File: src/rtl/core/twrs_pkg.sv
// shared types and constants for the time window running sum unit
`default_nettype none

package twrs_pkg;

  // fixed field widths
  localparam int unsigned TIME_W    = 32;
  localparam int unsigned AMT_W     = 32;
  localparam int unsigned TOTAL_W   = 38;
  localparam int unsigned CNT_OUT_W = 7;

  // defaults
  localparam int unsigned DEPTH_DEFAULT = 64;
  localparam logic [TIME_W-1:0]  WINDOW_RESET = 32'd5000;
  localparam logic [TOTAL_W-1:0] TOTAL_MAX    = {TOTAL_W{1'b1}};

  // item kind codes
  localparam logic KIND_RECORD = 1'b0;
  localparam logic KIND_QUERY  = 1'b1;

  // controller states
  typedef enum logic {
    ST_IDLE,
    ST_CHECK
  } twrs_state_e;

  // one stored sample
  typedef struct packed {
    logic [TIME_W-1:0] stamp;
    logic [AMT_W-1:0]  amount;
  } twrs_entry_t;

  // one result transaction
  typedef struct packed {
    logic [TOTAL_W-1:0]   window_total;
    logic [CNT_OUT_W-1:0] entries_held;
    logic                 refused;
  } twrs_result_t;

endpackage

`default_nettype wire

File: src/rtl/core/time_window_running_sum_unit.sv
// A result passes the IDLE and CHECK states, then is registered in the output register;
//   each expired head removed adds a CHECK pass; a stalled output register holds it.
// A new transaction is taken only in IDLE, once the last is reported; removal runs one entry
//   per cycle through the single read port of the sample memory.
// Reset: pointers, count, total and control clear at once, window_q loads 5000;
//   the sample memory is not cleared and needs no clearing pass.
`default_nettype none

module time_window_running_sum_unit
  import twrs_pkg::*;
#(
  parameter int unsigned DEPTH = DEPTH_DEFAULT
) (
  input  wire logic                 clk_i,
  input  wire logic                 rst_ni,
  // configuration
  input  wire logic                 cfg_we_i,
  input  wire logic [TIME_W-1:0]    cfg_wdata_i,
  // input channel
  input  wire logic                 in_valid_i,
  output logic                      in_stall_o,
  input  wire logic                 kind_i,
  input  wire logic [TIME_W-1:0]    now_ms_i,
  input  wire logic [AMT_W-1:0]     amount_i,
  // output channel
  output logic                      out_valid_o,
  input  wire logic                 out_stall_i,
  output logic [TOTAL_W-1:0]        window_total_o,
  output logic [CNT_OUT_W-1:0]      entries_held_o,
  output logic                      refused_o
);

  localparam int unsigned PTR_W = $clog2(DEPTH);

  logic [TIME_W-1:0] window_q;
  logic              out_valid_q, out_valid_d;
  twrs_result_t      res_q;
  logic              out_free;
  logic              done;
  twrs_result_t      result;

  logic              mem_we, mem_re;
  logic [PTR_W-1:0]  mem_waddr, mem_raddr;
  twrs_entry_t       mem_wdata, mem_rdata;

  // window register
  always_ff @(posedge clk_i or negedge rst_ni) begin
    if (!rst_ni) begin
      window_q <= WINDOW_RESET;
    end else if (cfg_we_i) begin
      window_q <= cfg_wdata_i;
    end
  end

  twrs_ctrl #(
    .DEPTH (DEPTH)
  ) u_ctrl (
    .clk_i       (clk_i),
    .rst_ni      (rst_ni),
    .in_valid_i  (in_valid_i),
    .in_stall_o  (in_stall_o),
    .kind_i      (kind_i),
    .now_ms_i    (now_ms_i),
    .amount_i    (amount_i),
    .window_i    (window_q),
    .out_free_i  (out_free),
    .done_o      (done),
    .result_o    (result),
    .mem_we_o    (mem_we),
    .mem_waddr_o (mem_waddr),
    .mem_wdata_o (mem_wdata),
    .mem_re_o    (mem_re),
    .mem_raddr_o (mem_raddr),
    .mem_rdata_i (mem_rdata)
  );

  twrs_mem #(
    .DEPTH (DEPTH)
  ) u_mem (
    .clk_i   (clk_i),
    .we_i    (mem_we),
    .waddr_i (mem_waddr),
    .wdata_i (mem_wdata),
    .re_i    (mem_re),
    .raddr_i (mem_raddr),
    .rdata_o (mem_rdata)
  );

  // output register
  assign out_free    = !out_valid_q || !out_stall_i;
  assign out_valid_d = done || (out_valid_q && out_stall_i);

  always_ff @(posedge clk_i or negedge rst_ni) begin
    if (!rst_ni) begin
      out_valid_q <= 1'b0;
    end else begin
      out_valid_q <= out_valid_d;
    end
  end

  always_ff @(posedge clk_i) begin
    if (done) begin
      res_q <= result;
    end
  end

  assign out_valid_o    = out_valid_q;
  assign window_total_o = res_q.window_total;
  assign entries_held_o = res_q.entries_held;
  assign refused_o      = res_q.refused;

endmodule

`default_nettype wire

File: src/rtl/core/twrs_mem.sv
// sample memory: one write port, one read port with registered read data
`default_nettype none

module twrs_mem
  import twrs_pkg::*;
#(
  parameter int unsigned DEPTH = DEPTH_DEFAULT
) (
  input  wire logic                     clk_i,
  input  wire logic                     we_i,
  input  wire logic [$clog2(DEPTH)-1:0] waddr_i,
  input  wire twrs_entry_t              wdata_i,
  input  wire logic                     re_i,
  input  wire logic [$clog2(DEPTH)-1:0] raddr_i,
  output twrs_entry_t                   rdata_o
);

  twrs_entry_t mem_q [DEPTH];
  twrs_entry_t rdata_q;

  // write port
  always_ff @(posedge clk_i) begin
    if (we_i) begin
      mem_q[waddr_i] <= wdata_i;
    end
  end

  // read port, data held until the next read
  always_ff @(posedge clk_i) begin
    if (re_i) begin
      rdata_q <= mem_q[raddr_i];
    end
  end

  assign rdata_o = rdata_q;

endmodule

`default_nettype wire

File: src/rtl/core/twrs_ctrl.sv
// controller: head pruning, append, pointers, count and running total
`default_nettype none

module twrs_ctrl
  import twrs_pkg::*;
#(
  parameter int unsigned DEPTH = DEPTH_DEFAULT
) (
  input  wire logic                     clk_i,
  input  wire logic                     rst_ni,
  // input transaction
  input  wire logic                     in_valid_i,
  output logic                          in_stall_o,
  input  wire logic                     kind_i,
  input  wire logic [TIME_W-1:0]        now_ms_i,
  input  wire logic [AMT_W-1:0]         amount_i,
  // configuration
  input  wire logic [TIME_W-1:0]        window_i,
  // result toward the output register
  input  wire logic                     out_free_i,
  output logic                          done_o,
  output twrs_result_t                  result_o,
  // memory
  output logic                          mem_we_o,
  output logic [$clog2(DEPTH)-1:0]      mem_waddr_o,
  output twrs_entry_t                   mem_wdata_o,
  output logic                          mem_re_o,
  output logic [$clog2(DEPTH)-1:0]      mem_raddr_o,
  input  wire twrs_entry_t              mem_rdata_i
);

  localparam int unsigned PTR_W = $clog2(DEPTH);
  localparam int unsigned CNT_W = $clog2(DEPTH + 1);
  localparam int unsigned EXT_W = (CNT_W > CNT_OUT_W) ? CNT_W : CNT_OUT_W;
  localparam logic [PTR_W-1:0] PTR_LAST = PTR_W'(DEPTH - 1);
  localparam logic [CNT_W-1:0] CNT_FULL = CNT_W'(DEPTH);

  twrs_state_e state_q, state_d;
  logic [PTR_W-1:0]   head_q, head_d, tail_q, tail_d;
  logic [CNT_W-1:0]   cnt_q, cnt_d;
  logic [TOTAL_W-1:0] total_q, total_d;
  logic               kind_q;
  logic               prune_q;
  logic [TIME_W-1:0]  now_q;
  logic [AMT_W-1:0]   amt_q;

  logic               accept;
  logic [PTR_W-1:0]   head_next, tail_next;
  logic [TIME_W-1:0]  age;
  logic               expired;
  logic               pop;
  logic [TOTAL_W:0]   sum_ext;
  logic [EXT_W-1:0]   cnt_ext;
  logic               refused;

  assign accept    = in_valid_i && (state_q == ST_IDLE);
  assign head_next = (head_q == PTR_LAST) ? '0 : head_q + 1'b1;
  assign tail_next = (tail_q == PTR_LAST) ? '0 : tail_q + 1'b1;

  // age test on the head entry read last cycle
  assign age     = now_q - mem_rdata_i.stamp;
  assign expired = age > window_i;
  assign pop     = (state_q == ST_CHECK) && prune_q && (cnt_q != '0) && expired;
  assign sum_ext = {1'b0, total_q} + (TOTAL_W + 1)'(amt_q);

  // next state, memory accesses and result
  always_comb begin
    state_d     = state_q;
    head_d      = head_q;
    tail_d      = tail_q;
    cnt_d       = cnt_q;
    total_d     = total_q;
    in_stall_o  = (state_q != ST_IDLE);
    done_o      = 1'b0;
    refused     = 1'b0;
    mem_we_o    = 1'b0;
    mem_waddr_o = tail_q;
    mem_wdata_o = '{stamp: now_q, amount: amt_q};
    mem_re_o    = 1'b0;
    mem_raddr_o = head_q;
    case (state_q)
      ST_IDLE: begin
        // fetch the head entry together with the transaction
        if (accept) begin
          mem_re_o = 1'b1;
          state_d  = ST_CHECK;
        end
      end
      ST_CHECK: begin
        if (pop) begin
          // drop the expired head, fetch the next one
          total_d     = (total_q >= TOTAL_W'(mem_rdata_i.amount)) ?
                        total_q - TOTAL_W'(mem_rdata_i.amount) : '0;
          head_d      = head_next;
          cnt_d       = cnt_q - 1'b1;
          mem_re_o    = 1'b1;
          mem_raddr_o = head_next;
        end else if (out_free_i) begin
          // pruning done: append a nonzero record, or refuse it on a full store, and report
          if ((kind_q == KIND_RECORD) && prune_q) begin
            if (cnt_q == CNT_FULL) begin
              refused = 1'b1;
            end else begin
              mem_we_o = 1'b1;
              tail_d   = tail_next;
              cnt_d    = cnt_q + 1'b1;
              total_d  = sum_ext[TOTAL_W] ? TOTAL_MAX : sum_ext[TOTAL_W-1:0];
            end
          end
          done_o  = 1'b1;
          state_d = ST_IDLE;
        end
      end
      default: begin
        state_d = ST_IDLE;
      end
    endcase
  end

  assign cnt_ext  = EXT_W'(cnt_d);
  assign result_o = '{window_total: total_d,
                      entries_held: cnt_ext[CNT_OUT_W-1:0],
                      refused:      refused};

  // state register
  always_ff @(posedge clk_i or negedge rst_ni) begin
    if (!rst_ni) begin
      state_q <= ST_IDLE;
    end else begin
      state_q <= state_d;
    end
  end

  // pointers, count and total
  always_ff @(posedge clk_i or negedge rst_ni) begin
    if (!rst_ni) begin
      head_q  <= '0;
      tail_q  <= '0;
      cnt_q   <= '0;
      total_q <= '0;
    end else begin
      head_q  <= head_d;
      tail_q  <= tail_d;
      cnt_q   <= cnt_d;
      total_q <= total_d;
    end
  end

  // transaction fields held while it is worked on
  always_ff @(posedge clk_i) begin
    if (accept) begin
      kind_q  <= kind_i;
      now_q   <= now_ms_i;
      amt_q   <= amount_i;
      prune_q <= (kind_i == KIND_QUERY) || (amount_i != '0);
    end
  end

`ifndef ASSERT_OFF
  // count never passes the store depth
  assert property (@(posedge clk_i) disable iff (!rst_ni) cnt_q <= CNT_FULL)
    else $error("twrs_ctrl: count above depth");

  // empty or full means the pointers meet
  assert property (@(posedge clk_i) disable iff (!rst_ni)
    (cnt_q == '0) || (cnt_q == CNT_FULL) |-> head_q == tail_q)
    else $error("twrs_ctrl: pointers apart with empty or full store");

  // partly filled means the pointers differ
  assert property (@(posedge clk_i) disable iff (!rst_ni)
    (cnt_q != '0) && (cnt_q != CNT_FULL) |-> head_q != tail_q)
    else $error("twrs_ctrl: pointers equal with partly filled store");

  // an empty store carries no total
  assert property (@(posedge clk_i) disable iff (!rst_ni)
    cnt_q == '0 |-> total_q == '0)
    else $error("twrs_ctrl: nonzero total with empty store");

  // every pop takes exactly one entry
  assert property (@(posedge clk_i) disable iff (!rst_ni)
    pop |=> cnt_q == $past(cnt_q) - 1'b1)
    else $error("twrs_ctrl: pop did not drop one entry");
`endif

endmodule

`default_nettype wire

File: config.mk
export PLATFORM = sky130hd
export DESIGN_NAME = time_window_running_sum_unit
export DESIGN_NICKNAME = d
export VERILOG_FILES = /design/src/rtl/core/twrs_pkg.sv /design/src/rtl/core/time_window_running_sum_unit.sv /design/src/rtl/core/twrs_mem.sv /design/src/rtl/core/twrs_ctrl.sv
export SDC_FILE = /design/constraint.sdc
export NUM_CORES = 2
export LEC_CHECK = 0
export BUFFER_PORTS_ARGS = -buffer_cell sky130_fd_sc_hd__buf_2
export CORE_MARGIN = 1.5
export CORE_UTILIZATION = 45
export CTS_CLUSTER_SIZE = 28
export DETAILED_ROUTE_END_ITERATION = 6
export PLACE_DENSITY_LB_ADDON = 0.15
export SLEW_MARGIN = 0
export SYNTH_ARGS = -nofsm -noshare
export SYNTH_HDL_FRONTEND = slang
export SYNTH_SLANG_ARGS = --single-unit
export TNS_END_PERCENT = 50
File: constraint.sdc
create_clock -name clk_i -period 25.4 [get_ports clk_i]
set_input_delay 7.62 -clock clk_i [delete_from_list [all_inputs] [get_ports clk_i]]
set_output_delay 7.62 -clock clk_i [all_outputs]
set_load 0.02 [all_outputs]
==> reports/results.txt <==
Power spread over the standard cell area amounts to 141.5 mW/mm^2. The path with the worst hold slack has its endpoint at u_mem.mem_q[37][34]$_DFFE_PP_. On the worst path, the slowest cell contributes a delay of 890 ps. The layout cell share with drive strength beyond 1 works out to 0.1732.

For the placement-stage worst setup slack, the log shows 12520 ps. The kind of path behind the tightest hold check is register to register. Setup slack closes at 12470 ps.

Placer's final routability congestion estimate: 0.9048. The placed wire-length estimate after detailed placement was 331500 microns; the endpoint required time on the critical path was 26110 ps. The run gives 77.37 MHz as the highest achievable clock rate.

The netlist area before placement came out at 0.1712 sq mm. At the pin with the least slew margin, the transition time is 1318 ps. The logs give 2 for the number of remaining DRC errors and 0.3789 sq mm for the area of the placeable core. The total iterations of the first detailed-routing run came out at 7.

STA classifies the critical path startpoint as a register. IR analysis of the VDD net gives a maximum drop of 264.7 uV. The number of max-slew violations in the final report is 0.

After clock tree synthesis, the clock-pin slew on the worst setup and hold paths is 60 ps. The run finished, with violations left. The number of levels in the clock H-tree was 5; the area growth from synthesis to final layout was 13.14%. The tools report the full die area as 0.3841 sq mm. The endpoint of the worst register-to-register path is u_mem.rdata_o[12]$_DFFE_PP_. The combined flip-flop and latch cell area came out at 0.1306 sq mm.

Share of the clock period used by the worst path after layout: 0.5089. Number of antenna violations at the first check in global routing: 63. TritonCTS built the clock tree.

Dividing the detail-routed via count by the number of cells gives 6.443. The number of global-route vias before repair came out at 96103. The proportion of register bits with asynchronous set or reset after synthesis works out to 0.02086. For this run, the leading register cell type out of synthesis is edfxtp_1. From left edge to right edge, the die measures 619.8 microns. Initial detailed-routing violation count: 16833. The tools report the hold path startpoint as u_ctrl.now_q[2]$_DFFE_PP_. The total routing resource utilization after global routing came out at 0.3053. In this run the static leakage power is 63.52 nW.

The later-pin clock latency in the skew report is 1010 ps, and the number of nets in the synthesized netlist is 10039. After layout, the minimum clock period comes to 12930 ps. The top cell types in the final layout, fill and taps aside, are edfxtp_1 (4272), nand2_1 (1509), mux4_2 (551), clkbuf_16 (455), buf_4 (341). Number of buffers inserted during clock tree synthesis: 449. Setup repair after global routing left no endpoint under its margin. Counting instances, the worst hold path has a depth of 0. The post-detailed-route count of antenna-violating nets is 0, and the number of hold buffers added after CTS is 0.

The class of the most critical setup path is register to register. The clock arrives with 89.03 ps of skew. During synthesis, Yosys emitted a total of 0 warnings. Die height: 619.8 microns.

The logs give 30643 for the total of fill cells in the finished design and 13630 ps for the arrival time reported for the critical path endpoint. The nature of the critical path endpoint is a register. The relative slew slack is 0.1212.

In this design, the critical path's most frequently occurring cell is buf_4. After global routing the overflow that remains totals 0. Leaving out fill and tap cells, the most frequent cell in the layout is edfxtp_1. The combined area of the multi-input logic cells was 0.03823 sq mm; the number of top-level pins was 150. Counting flops and latches in the post-synthesis netlist gives 4363. The count of buffers added on input and output ports is 149. Setup violations remaining at the end of the flow were counted as 0. On the critical path, the stage with the largest delay is an instance of buf_4.

The average cell area after synthesis is 17.46 sq um. In the final design database the tool counted 10451 nets. For the starting density of the core, the log shows 0.4518. In the final timing run, aggregate negative setup slack is 0 ps.

Ranked by total cell area, the synthesized netlist is headed by edfxtp_1 (75%), mux4_2 (7.2%), nand2_1 (3.3%). Cell accounting for the most synthesized area: edfxtp_1. The floorplan has 226 rows. For the post-layout utilization of the core, the log shows 0.5112. Launching point of the worst reg2reg path: u_ctrl.now_q[0]$_DFFE_PP_. The checks that failed: DRC. The tree is rooted in a clkbuf_16. Counting cells, the worst reg-to-reg path comes to 34. The design draws 0.02740 W. The gate count after technology mapping was 9802; the average wire per cell in the routed design was 38.06 microns. The logs give 4 for the number of buffers on the longest clock path and 0 for the post-CTS setup buffer count. The number of gates resized after CTS was 0.

The run gives 12470 ps as the setup slack of the worst register-to-register path. The number of max-cap violations is 0, and the final hold violation count is 0. The largest fanout of any net on the critical path is 133, and the top-area cell type share of the netlist area is 0.7494.

The part of the Yosys area used for sequential elements was 0.7627. In this run, synthesis inferred 4272 flip-flops with an integrated enable. The first global-routing pass estimated 803600 microns of wire. The tree built by TritonCTS fans out to 4363 sinks.

The routed wire length is 594300 microns, and the maximum number of pins on one net before global-route repair is 134. The via count was 100599. The netlist uses 99 different library cells.
==> registers in the layout, summed over array words and instances, names as in the netlist <==
name                count
entries_held_o          7
refused_o               1
u_ctrl.cnt_q            7
u_ctrl.total_q         38
out_valid_o             1
u_mem.mem_q          4096
u_ctrl.mem_waddr_o      6
u_ctrl.in_stall_o       1
u_ctrl.kind_q           1
u_ctrl.prune_q          1
u_ctrl.now_q           32
u_ctrl.head_q           6
window_q               32
window_total_o         38
u_mem.rdata_o          64
u_ctrl.amt_q           32
==> metal layers <==
layer	wire (microns)	vias up	global-route usage
li1	-	39967	-
met1	232600	53031	0.4324
met2	267200	6533	0.4642
met3	72360	1054	0.07595
met4	22000	14	0.1009
met5	87	-	0
==> cells by family after synthesis <==
family	after synthesis	synth area share
and+or+nand+nor	2505	0.06533
xor gates and xnor gates	91	0.004743
adders and majority gates	135	0.009998
buffers and inverters	667	0.01766
DFF	4363	0.7627
muxes	801	0.08719
AOI/OAI and AO/OA	1240	0.05239
==> critical path: cells and delay by family (launching register included) <==
family                     cells  cell delay [ps]
buffers and inverters         10             5430
muxes                          1              610
and+or+nand+nor                7             1280
xor gates and xnor gates       1              160
AOI/OAI and AO/OA             12             3500
DFF                            1              350
adders and majority gates      3              920
==> cells in the mapped netlist (5+ instances only) <==
cell type  count
a211oi_1      20
a21o_1        59
a21oi_1      122
a221o_1       17
a221oi_1       9
a22o_1        44
a22oi_1      219
a31oi_1      181
a32oi_1      239
and2_1        11
and3_1        74
and4_1        54
buf_1         46
buf_2        164
buf_4         58
buf_6         11
clkbuf_1     259
dfrtp_1       86
dfstp_2        5
edfxtp_1    4272
ha_1         132
inv_1        122
mux2i_1      248
mux4_2       551
nand2_1     1509
nand2b_1      10
nand3_1      339
nand4_1      203
nor2_1       192
nor2b_1       16
nor3_1        28
nor4_1        12
o211ai_1      59
o21a_1        32
o21ai_0      155
o21bai_1       8
o22ai_1        7
o31ai_1        7
or2_2          8
or3_1         27
xnor2_1       57
xor2_1        32
==> stage by stage <==
stage          cells  hold WS [ps]  instance area, sq um
2_1_floorplan   9802         479.9                171200
3_3_place_gp   14779         538.4                179100
3_5_place_dp   14779         558.1                179100
4_1_cts        15604         575.1                193700
5_1_grt        15607         602.0                193700
6_report       15614         576.9                193700
==> worst max path at each step <==
stage                                             end  depth (start not counted)                      start
final                     u_mem.rdata_o[12]$_DFFE_PP_                         34  u_ctrl.now_q[0]$_DFFE_PP_
after global routing      u_mem.rdata_o[12]$_DFFE_PP_                         34  u_ctrl.now_q[0]$_DFFE_PP_
after CTS                 u_mem.rdata_o[12]$_DFFE_PP_                         34  u_ctrl.now_q[0]$_DFFE_PP_
after detailed placement  u_mem.rdata_o[12]$_DFFE_PP_                         34  u_ctrl.now_q[0]$_DFFE_PP_
after global placement    u_mem.rdata_o[12]$_DFFE_PP_                         34  u_ctrl.now_q[0]$_DFFE_PP_
after floorplan           u_mem.mem_q[7][0]$_DFFE_PP_                          6                out_stall_i
==> where the power goes <==
group,switching (W),internal [W],total [W]
Clock,0.00282,0.00377,0.00659
Sequential,0.000225,0.00853,0.00875
Combinational,0.00789,0.00416,0.0121
Total,0.0109,0.0165,0.0274
==> layout make-up <==
class	count	area share
flip-flops and latches	4363	0.6741
multi-input cells	4772	0.1974
clock buffers	552	0.06093
well taps	5016	0.03240
repair buffers	502	0.01839
clock inverters	273	0.01406
inverters	126	0.002565
diodes	10	0.0001292
Note: power is estimated with default switching activity, not from simulation.
